==> config.mk <==
export PLATFORM = sky130hd
export DESIGN_NAME = line_clipper_fixed_point
export DESIGN_NICKNAME = d
export VERILOG_FILES = /design/src/lcfp_pkg.sv /design/src/line_clipper_fixed_point.sv /design/src/lcfp_datapath.sv /design/src/lcfp_ctrl.sv
export SDC_FILE = /design/constraint.sdc
export NUM_CORES = 2
export LEC_CHECK = 0
export BUFFER_PORTS_ARGS = -buffer_cell sky130_fd_sc_hd__clkbuf_2
export CAP_MARGIN = 20
export CORE_ASPECT_RATIO = 1.2
export CORE_MARGIN = 8
export CORE_UTILIZATION = 58
export DETAILED_ROUTE_END_ITERATION = 16
export GPL_TIMING_DRIVEN = 1
export HOLD_SLACK_MARGIN = 0.1
export PLACE_DENSITY = 0.89
export SLEW_MARGIN = 20
export SYNTH_ARGS = -nofsm -noshare
export SYNTH_HDL_FRONTEND = slang
export SYNTH_SLANG_ARGS = --single-unit
==> constraint.sdc <==
create_clock -name i_clk -period 12.27 [get_ports i_clk]
set_clock_uncertainty 0.05 [all_clocks]
set_input_delay 0.6135 -clock i_clk [delete_from_list [all_inputs] [get_ports i_clk]]
set_output_delay 0.6135 -clock i_clk [all_outputs]
set_load 0.01 [all_outputs]
==> src/lcfp_pkg.sv <==
package lcfp_pkg;

    localparam int unsigned CoordW = 16;
    localparam int unsigned RegIdxW = 2;

    localparam logic [RegIdxW-1:0] RegWinLeft   = 2'd0;
    localparam logic [RegIdxW-1:0] RegWinTop    = 2'd1;
    localparam logic [RegIdxW-1:0] RegWinRight  = 2'd2;
    localparam logic [RegIdxW-1:0] RegWinBottom = 2'd3;

    localparam logic signed [CoordW-1:0] ResetWinLeft   = 16'sd0;
    localparam logic signed [CoordW-1:0] ResetWinTop    = 16'sd0;
    localparam logic signed [CoordW-1:0] ResetWinRight  = 16'sd319;
    localparam logic signed [CoordW-1:0] ResetWinBottom = 16'sd199;

    // outcode bits
    localparam int unsigned OcLeft   = 0;
    localparam int unsigned OcRight  = 1;
    localparam int unsigned OcTop    = 2;
    localparam int unsigned OcBottom = 3;

    typedef enum logic [2:0] {
        S_IDLE,
        S_CHECK,
        S_DIV,
        S_LERP,
        S_UPDATE,
        S_DONE
    } t_state;

    // controller -> datapath
    typedef struct packed {
        logic load;     // capture a new request
        logic setup;    // choose edge and start division
        logic div_step; // one quotient bit
        logic lerp;     // form interpolation product
        logic update;   // move the endpoint, refresh outcode
        logic finish;   // drive the result
    } t_cmd;

    // datapath -> controller
    typedef struct packed {
        logic reject;
        logic accept;
        logic div_last;
        logic zero_den;
    } t_status;

endpackage

==> src/line_clipper_fixed_point.sv <==
// Channel   | Ports                                          | Handshake
// ----------+------------------------------------------------+---------------------------
// request   | i_start_x, i_start_y, i_end_x, i_end_y         | i_start && !o_busy
// result    | o_visible, o_clip_start/end_x/y                | o_done, one cycle
// config    | i_cfg_idx, i_cfg_data                          | i_cfg_we
// Each clip pass runs the bit-serial divider, one quotient bit per cycle.
// Reset (synchronous, active low) returns to idle and loads the default window.
// The result cannot be stalled; o_busy stays high through the result strobe.
module line_clipper_fixed_point
    import lcfp_pkg::*;
#(
    parameter int unsigned FRAC_BITS  = 8,
    parameter int unsigned MAX_PASSES = 8
) (
    input  logic                      i_clk,
    input  logic                      i_rst_n,
    input  logic                      i_cfg_we,
    input  logic [RegIdxW-1:0]        i_cfg_idx,
    input  logic [CoordW-1:0]         i_cfg_data,
    input  logic                      i_start,
    output logic                      o_busy,
    input  logic signed [CoordW-1:0]  i_start_x,
    input  logic signed [CoordW-1:0]  i_start_y,
    input  logic signed [CoordW-1:0]  i_end_x,
    input  logic signed [CoordW-1:0]  i_end_y,
    output logic                      o_done,
    output logic                      o_visible,
    output logic signed [CoordW-1:0]  o_clip_start_x,
    output logic signed [CoordW-1:0]  o_clip_start_y,
    output logic signed [CoordW-1:0]  o_clip_end_x,
    output logic signed [CoordW-1:0]  o_clip_end_y
);

    logic signed [CoordW-1:0] r_win_left, r_win_top, r_win_right, r_win_bottom;
    t_cmd    cmd;
    t_status status;

    always_ff @(posedge i_clk) begin
        if (!i_rst_n) begin
            r_win_left   <= ResetWinLeft;
            r_win_top    <= ResetWinTop;
            r_win_right  <= ResetWinRight;
            r_win_bottom <= ResetWinBottom;
        end else if (i_cfg_we) begin
            case (i_cfg_idx)
                RegWinLeft:   r_win_left   <= i_cfg_data;
                RegWinTop:    r_win_top    <= i_cfg_data;
                RegWinRight:  r_win_right  <= i_cfg_data;
                RegWinBottom: r_win_bottom <= i_cfg_data;
                default: ;
            endcase
        end
    end

    lcfp_ctrl #(
        .MAX_PASSES (MAX_PASSES)
    ) u_ctrl (
        .i_clk    (i_clk),
        .i_rst_n  (i_rst_n),
        .i_start  (i_start),
        .i_status (status),
        .o_cmd    (cmd),
        .o_busy   (o_busy),
        .o_done   (o_done)
    );

    lcfp_datapath #(
        .FRAC_BITS (FRAC_BITS)
    ) u_dp (
        .i_clk          (i_clk),
        .i_win_left     (r_win_left),
        .i_win_top      (r_win_top),
        .i_win_right    (r_win_right),
        .i_win_bottom   (r_win_bottom),
        .i_start_x      (i_start_x),
        .i_start_y      (i_start_y),
        .i_end_x        (i_end_x),
        .i_end_y        (i_end_y),
        .i_cmd          (cmd),
        .o_status       (status),
        .o_visible      (o_visible),
        .o_clip_start_x (o_clip_start_x),
        .o_clip_start_y (o_clip_start_y),
        .o_clip_end_x   (o_clip_end_x),
        .o_clip_end_y   (o_clip_end_y)
    );

endmodule

==> src/lcfp_datapath.sv <==
module lcfp_datapath
    import lcfp_pkg::*;
#(
    parameter int unsigned FRAC_BITS = 8
) (
    input  logic                     i_clk,
    input  logic signed [CoordW-1:0] i_win_left,
    input  logic signed [CoordW-1:0] i_win_top,
    input  logic signed [CoordW-1:0] i_win_right,
    input  logic signed [CoordW-1:0] i_win_bottom,
    input  logic signed [CoordW-1:0] i_start_x,
    input  logic signed [CoordW-1:0] i_start_y,
    input  logic signed [CoordW-1:0] i_end_x,
    input  logic signed [CoordW-1:0] i_end_y,
    input  t_cmd                     i_cmd,
    output t_status                  o_status,
    output logic                     o_visible,
    output logic signed [CoordW-1:0] o_clip_start_x,
    output logic signed [CoordW-1:0] o_clip_start_y,
    output logic signed [CoordW-1:0] o_clip_end_x,
    output logic signed [CoordW-1:0] o_clip_end_y
);

    // fixed-point coordinates: endpoints stay within the hull of inputs and window
    localparam int unsigned PW = CoordW + FRAC_BITS + 1;
    // numerator |edge - p0| and denominator |p1 - p0|
    localparam int unsigned DW = PW + 1;
    // dividend = |num| << FRAC_BITS
    localparam int unsigned NW = DW + FRAC_BITS;
    localparam int unsigned CW = $clog2(NW + 1);
    localparam int unsigned TW = FRAC_BITS + 2;
    localparam int unsigned MW = DW + TW;
    localparam logic [TW-1:0] TOne = TW'(1) << FRAC_BITS;

    logic signed [CoordW-1:0] r_sx, r_sy, r_ex, r_ey;
    logic signed [PW-1:0]     r_ax, r_ay, r_bx, r_by;
    logic [3:0]               r_c0, r_c1;
    logic                     r_side;   // 0: move start, 1: move end
    logic                     r_is_y;   // edge is top or bottom
    logic signed [PW-1:0]     r_edge;
    logic signed [DW-1:0]     r_span;   // b - a of the other axis
    logic signed [PW-1:0]     r_base;   // a of the other axis
    logic [NW-1:0]            r_quo;
    logic [DW:0]              r_rem;
    logic [DW-1:0]            r_den;
    logic                     r_neg;
    logic                     r_zero;
    logic [CW-1:0]            r_cnt;
    logic signed [MW-1:0]     r_prod;
    logic                     r_vis;
    logic signed [CoordW-1:0] r_osx, r_osy, r_oex, r_oey;

    function automatic logic [3:0] region(
        input logic signed [PW-FRAC_BITS-1:0] x,
        input logic signed [PW-FRAC_BITS-1:0] y,
        input logic signed [CoordW-1:0]       wl,
        input logic signed [CoordW-1:0]       wt,
        input logic signed [CoordW-1:0]       wr,
        input logic signed [CoordW-1:0]       wb
    );
        logic [3:0] c;
        c = '0;
        if (x < wl) c[OcLeft] = 1'b1;
        else if (x > wr) c[OcRight] = 1'b1;
        if (y < wt) c[OcTop] = 1'b1;
        else if (y > wb) c[OcBottom] = 1'b1;
        return c;
    endfunction

    logic [3:0]               co;
    logic signed [PW-1:0]     p0, p1, q0, q1, edge_fx;
    logic signed [DW-1:0]     num, den;
    logic                     use_y;
    logic [DW:0]              rem_sh, rem_sub;
    logic [TW-1:0]            t_val;
    logic signed [PW-1:0]     shifted, new_v;
    logic signed [PW-1:0]     nx, ny;
    logic signed [PW-FRAC_BITS-1:0] fx, fy;
    logic [3:0]               nc;

    always_comb begin
        co = (r_c0 != 4'd0) ? r_c0 : r_c1;
        use_y = co[OcTop] | co[OcBottom];
        if (co[OcTop]) begin
            edge_fx = PW'(i_win_top) <<< FRAC_BITS;
        end else if (co[OcBottom]) begin
            edge_fx = PW'(i_win_bottom) <<< FRAC_BITS;
        end else if (co[OcLeft]) begin
            edge_fx = PW'(i_win_left) <<< FRAC_BITS;
        end else begin
            edge_fx = PW'(i_win_right) <<< FRAC_BITS;
        end
        p0 = use_y ? r_ay : r_ax;
        p1 = use_y ? r_by : r_bx;
        q0 = use_y ? r_ax : r_ay;
        q1 = use_y ? r_bx : r_by;
        num = DW'(edge_fx) - DW'(p0);
        den = DW'(p1) - DW'(p0);

        rem_sh  = {r_rem[DW-1:0], r_quo[NW-1]};
        rem_sub = rem_sh - {1'b0, r_den};

        // saturate ratio to [0, one]
        if (r_zero || r_neg) begin
            t_val = '0;
        end else if (r_quo > NW'(TOne)) begin
            t_val = TOne;
        end else begin
            t_val = r_quo[TW-1:0];
        end

        shifted = PW'(r_prod >>> FRAC_BITS);
        new_v   = r_base + shifted;
        nx = r_is_y ? new_v : r_edge;
        ny = r_is_y ? r_edge : new_v;
        fx = nx[PW-1:FRAC_BITS];
        fy = ny[PW-1:FRAC_BITS];
        nc = region(fx, fy, i_win_left, i_win_top, i_win_right, i_win_bottom);
    end

    logic signed [PW-FRAC_BITS-1:0] in_sx, in_sy, in_ex, in_ey;
    assign in_sx = (PW-FRAC_BITS)'(i_start_x);
    assign in_sy = (PW-FRAC_BITS)'(i_start_y);
    assign in_ex = (PW-FRAC_BITS)'(i_end_x);
    assign in_ey = (PW-FRAC_BITS)'(i_end_y);

    always_ff @(posedge i_clk) begin
        if (i_cmd.load) begin
            r_sx <= i_start_x;
            r_sy <= i_start_y;
            r_ex <= i_end_x;
            r_ey <= i_end_y;
            r_ax <= PW'(i_start_x) <<< FRAC_BITS;
            r_ay <= PW'(i_start_y) <<< FRAC_BITS;
            r_bx <= PW'(i_end_x) <<< FRAC_BITS;
            r_by <= PW'(i_end_y) <<< FRAC_BITS;
            r_c0 <= region(in_sx, in_sy, i_win_left, i_win_top, i_win_right, i_win_bottom);
            r_c1 <= region(in_ex, in_ey, i_win_left, i_win_top, i_win_right, i_win_bottom);
        end
        if (i_cmd.setup) begin
            r_side <= (r_c0 == 4'd0);
            r_is_y <= use_y;
            r_edge <= edge_fx;
            r_span <= DW'(q1) - DW'(q0);
            r_base <= q0;
            r_neg  <= num[DW-1] ^ den[DW-1];
            r_zero <= (den == '0);
            r_quo  <= NW'(num[DW-1] ? -num : num) << FRAC_BITS;
            r_den  <= den[DW-1] ? -den : den;
            r_rem  <= '0;
            r_cnt  <= CW'(NW - 1);
        end
        if (i_cmd.div_step) begin
            if (!rem_sub[DW]) begin
                r_rem <= rem_sub;
                r_quo <= {r_quo[NW-2:0], 1'b1};
            end else begin
                r_rem <= rem_sh;
                r_quo <= {r_quo[NW-2:0], 1'b0};
            end
            r_cnt <= r_cnt - CW'(1);
        end
        if (i_cmd.lerp) begin
            // quotient magnitude is truncated toward zero; a negative ratio clamps to 0
            r_prod <= MW'(r_span) * $signed({1'b0, t_val});
        end
        if (i_cmd.update) begin
            if (!r_side) begin
                r_ax <= nx;
                r_ay <= ny;
                r_c0 <= nc;
            end else begin
                r_bx <= nx;
                r_by <= ny;
                r_c1 <= nc;
            end
        end
        if (i_cmd.finish) begin
            r_vis <= ((r_c0 | r_c1) == 4'd0);
            if ((r_c0 | r_c1) == 4'd0) begin
                r_osx <= r_ax[FRAC_BITS+CoordW-1:FRAC_BITS];
                r_osy <= r_ay[FRAC_BITS+CoordW-1:FRAC_BITS];
                r_oex <= r_bx[FRAC_BITS+CoordW-1:FRAC_BITS];
                r_oey <= r_by[FRAC_BITS+CoordW-1:FRAC_BITS];
            end else begin
                r_osx <= r_sx;
                r_osy <= r_sy;
                r_oex <= r_ex;
                r_oey <= r_ey;
            end
        end
    end

    assign o_status.reject   = ((r_c0 & r_c1) != 4'd0);
    assign o_status.accept   = ((r_c0 | r_c1) == 4'd0);
    assign o_status.div_last = (r_cnt == '0);
    assign o_status.zero_den = r_zero;

    assign o_visible      = r_vis;
    assign o_clip_start_x = r_osx;
    assign o_clip_start_y = r_osy;
    assign o_clip_end_x   = r_oex;
    assign o_clip_end_y   = r_oey;

endmodule

==> src/lcfp_ctrl.sv <==
module lcfp_ctrl
    import lcfp_pkg::*;
#(
    parameter int unsigned MAX_PASSES = 8
) (
    input  logic    i_clk,
    input  logic    i_rst_n,
    input  logic    i_start,
    input  t_status i_status,
    output t_cmd    o_cmd,
    output logic    o_busy,
    output logic    o_done
);

    localparam int unsigned PCW = $clog2(MAX_PASSES + 1);

    t_state         r_state, n_state;
    logic [PCW-1:0] r_passes, n_passes;

    always_ff @(posedge i_clk) begin
        if (!i_rst_n) begin
            r_state  <= S_IDLE;
            r_passes <= '0;
        end else begin
            r_state  <= n_state;
            r_passes <= n_passes;
        end
    end

    always_comb begin
        n_state  = r_state;
        n_passes = r_passes;
        o_cmd    = '0;
        o_busy   = 1'b1;
        o_done   = 1'b0;
        case (r_state)
            S_IDLE: begin
                o_busy = 1'b0;
                if (i_start) begin
                    o_cmd.load = 1'b1;
                    n_passes   = '0;
                    n_state    = S_CHECK;
                end
            end
            S_CHECK: begin
                if (i_status.reject || i_status.accept
                        || r_passes == PCW'(MAX_PASSES)) begin
                    o_cmd.finish = 1'b1;
                    n_state      = S_DONE;
                end else begin
                    o_cmd.setup = 1'b1;
                    n_passes    = r_passes + PCW'(1);
                    n_state     = S_DIV;
                end
            end
            S_DIV: begin
                if (i_status.zero_den) begin
                    // report invisible: force a reject by finishing now
                    o_cmd.finish = 1'b1;
                    n_state      = S_DONE;
                end else begin
                    o_cmd.div_step = 1'b1;
                    if (i_status.div_last) n_state = S_LERP;
                end
            end
            S_LERP: begin
                o_cmd.lerp = 1'b1;
                n_state    = S_UPDATE;
            end
            S_UPDATE: begin
                o_cmd.update = 1'b1;
                n_state      = S_CHECK;
            end
            S_DONE: begin
                o_done  = 1'b1;
                n_state = S_IDLE;
            end
            default: n_state = S_IDLE;
        endcase
    end

endmodule
==> results.json <==
{
  "wl_per_cell_um": 22.9,
  "grt_pass1_wl_mm": 196,
  "cts.clk_slew.worst_paths_ps": 70,
  "ys.flop_type": "edfxtp_1",
  "ant_nets": 0,
  "via_count": 34600,
  "path_max_fanout": 86,
  "required_ps": 12570,
  "worst_pin_slew_ps": 1020,
  "drv_cap": 0,
  "antenna_found_initial": 2,
  "multi_input_area_um2": 25000,
  "ioPinCount": 153,
  "fin_crit_ps": 9110,
  "setup_viol": 0,
  "endpoint_kind": "register",
  "holdPathStages": 1,
  "synth_cell_types": 95,
  "syn_area_per_cell_um2": 8.84,
  "cts_buffers": 51,
  "wirelength_mm": 128,
  "gp_congestion": 1.08,
  "ff2ff_path_depth": 24,
  "yosys_warnings": 0,
  "drtPass1Iterations": 6,
  "core_area_um2": 69200,
  "die_area_um2": 78200,
  "relSlewSlack_pct": 31.4,
  "hpwlAfterDp_mm": 95.9,
  "cts-root-buf": "clkbuf_16",
  "ys_ff_latch": 496,
  "finish.instance_area_um2": 43600,
  "finalHoldViolCount": 0,
  "cp_data_arrival_time_ps": 9410,
  "numPortBuffers": 152,
  "clk_latency_ps": 640,
  "clockBufferDepth": 3,
  "pre_cts_slack_ps": 3250,
  "path_class": "reg2reg",
  "maxSlewViolCount": 0,
  "start_util_pct": 58.2,
  "syn_area_um2": 40300,
  "layout_setup_ws_ps": 3160,
  "grt_usage_pct": 31.8,
  "htreeDepth": 2,
  "fmax_mhz": 110,
  "async_flop_share_pct": 0,
  "drive_gt1_share_pct": 7.76,
  "drt-initial-drc-count": 3541,
  "startpoint_type": "register",
  "die_x_um": 257,
  "die_h_um": 305,
  "fillers": 5580,
  "cts_tree": "built",
  "synth_top_area_share_pct": 23.6,
  "fin_crit_sh_pct": 74.2,
  "synthTopCellsByArea": "edfxtp_1 24%, ha_1 12%, fa_1 10%, nand2_1 9.2%, dfxtp_1 8.9%",
  "p_leak_uw": 0.0193,
  "cts_post_setup_buffers_inserted": 0,
  "cts_resized": 0,
  "clock_sinks": 496,
  "seq_area_um2": 13100,
  "drcViolationCount": 0,
  "synth_edf_count": 317,
  "yosysTopAreaCell": "edfxtp_1",
  "stdcell_count": 5576,
  "powerDensity_nw_per_um2": 322,
  "min_path_type": "in2reg",
  "area_growth_pct": 8.32,
  "setup_tns_ps": 0,
  "rsz0062_at_grt": "false",
  "viasPerCell": 6.20,
  "whs_ps": 187,
  "synth_seq_area_share_pct": 32.5,
  "status": "completed",
  "synthCells": 4557,
  "num_rows": 106,
  "placed_cell_area_um2": 41800,
  "grt_max_degree": 87,
  "worst_ir_drop_vdd_mv": 0.228,
  "final_nets": 5286,
  "grt_overflow": 0,
  "holdBufCountCts": 0,
  "dp.cells": 5476,
  "grt_pass1_vias": 34400
}
## power breakdown
part | internal (uW) | total, uW | switching [uW] | leakage (uW)
sequential | 2820 | 3510 | 698 | 0.00442
clock | 951 | 1660 | 711 | 0.000887
combinational | 3410 | 8860 | 5450 | 0.0140
## cell usage in the layout, fill, tap and decap left out, types with 17 or more instances in the layout
cell type and count:
nor2_1 241, nor2b_1 46, clkbuf_16 55, a21o_1 78, buf_4 29, nand3_1 57
ha_1 382, and2_1 60, a21boi_0 57, inv_1 412, conb_1 23, nor4_1 19
nand2_1 989, o211ai_1 23, xor2_1 58, o31ai_1 18, and3_1 112, o21a_1 48
edfxtp_1 317, dfxtp_1 179, a211oi_1 33, nand4_1 34, mux2i_1 53, mux2_2 23
xnor2_1 138, o21ai_0 181, nor3_1 55, clkbuf_2 153, nand2b_1 42, a22o_1 18
or2_2 17, fa_1 207, a31oi_1 56, a21oi_1 187
## flip-flops by register name, summed over array words and instances, names as in the netlist, 6 cells and up
| register | cells |
|---|---|
| r_win_right | 16 |
| u_dp.r_quo | 34 |
| r_win_left | 16 |
| u_dp.r_bx | 25 |
| u_dp.r_ay | 25 |
| u_dp.r_cnt | 6 |
| r_win_bottom | 16 |
| u_dp.o_clip_end_y | 16 |
| u_dp.r_base | 25 |
| u_dp.r_edge | 16 |
| u_dp.r_span | 26 |
| u_dp.o_clip_start_x | 16 |
| u_dp.r_sy | 16 |
| u_dp.r_ex | 16 |
| u_dp.r_ey | 16 |
| u_dp.r_rem | 26 |
| u_dp.r_prod | 25 |
| u_dp.o_clip_end_x | 16 |
| r_win_top | 16 |
| u_dp.o_clip_start_y | 16 |
| u_dp.r_ax | 25 |
| u_dp.r_den | 26 |
| u_dp.r_by | 25 |
| u_dp.r_sx | 16 |
## logic make-up (layout without fill, tap and decap cells)
group	Yosys count	after routing	synth area share (%)
AND/OR/NAND/NOR	1753	1753	19.5
AO/OA/AOI/OAI	821	821	13.5
buffers and inverters	619	694	5.83
adder cells (fa/ha/maj)	589	589	22.2
flip-flops	496	496	32.5
XOR/XNOR	197	197	4.28
multiplexers	81	81	2.16
other	1	27	0.00931
## through the flow
step           total power, uW  util [%]
2_1_floorplan             9710         -
3_3_place_gp             11700      60.4
3_5_place_dp             12000      60.4
4_1_cts                  13800      63.0
5_1_grt                  14900      63.0
6_report                 14000      63.0
## layout make-up
cell class,instances,share of cell area [%]
diodes,4,0.0229
flip-flops and latches,496,30.0
well taps,918,2.63
repair buffers,182,2.31
multi-input cells,3464,57.3
clock inverters,26,0.651
clock buffers,70,3.45
inverters,416,3.59
## worst max-delay path, cell delays in order (launching register included)
cell and delay, ps:
edfxtp_1 710, nor4_1 380, nand2_1 150, a2111oi_4 360, buf_4 560, and2_1 900, nand2_1 180, fa_1 520
fa_1 510, inv_1 50, fa_1 470, fa_1 560, inv_1 70, fa_1 530, inv_1 40, ha_1 330
a21o_1 190, a221oi_1 340, nor2b_1 110, a22oi_1 360, o21ai_1 280, a221o_1 460, a211oi_1 410, o21bai_1 160
xor2_1 160
## final timing paths
path	from	slack, ps	to
worst max register to register	u_dp.r_quo[0]	3160	u_dp.r_prod[31]
worst min register to register	r_win_bottom[8]	420	r_win_bottom[8]
worst min-delay path	i_start_y[4]	190	u_dp.r_sy[4]
worst max-delay path	u_dp.r_quo[0]	3160	u_dp.r_prod[31]
## Yosys cell counts (7+ instances only)
master and count:
o211ai_1 23, nor4b_1 8, and2_1 60, buf_1 39
nor3b_1 11, o41ai_1 7, xor2_1 59, or2_2 17
a211o_1 9, o21bai_1 11, a21o_1 78, nor3_1 56
nand3_1 58, nand2b_1 43, nand4_1 34, nor4_1 20
a21boi_0 57, nor2_1 245, xnor2_1 138, a221oi_1 13
edfxtp_1 317, nand3b_1 8, nand2_1 991, a22o_1 18
buf_2 8, mux2_2 23, o21ai_0 182, dfxtp_1 179
a31oi_1 56, o31ai_1 18, fa_1 207, clkbuf_1 153
nor2b_1 46, ha_1 382, or3_1 16, and4_1 7
mux2i_1 55, a21oi_1 189, and3_1 112, inv_1 413
a211oi_1 33, o21a_1 48
## routing by layer
layer	share of wire, %	track usage, %
met2	47	53.0
met4	9.4	24.2
met3	8.5	5.59
met5	0.020	0
met1	35	36.2
Note: power is estimated with default switching activity, not from simulation.
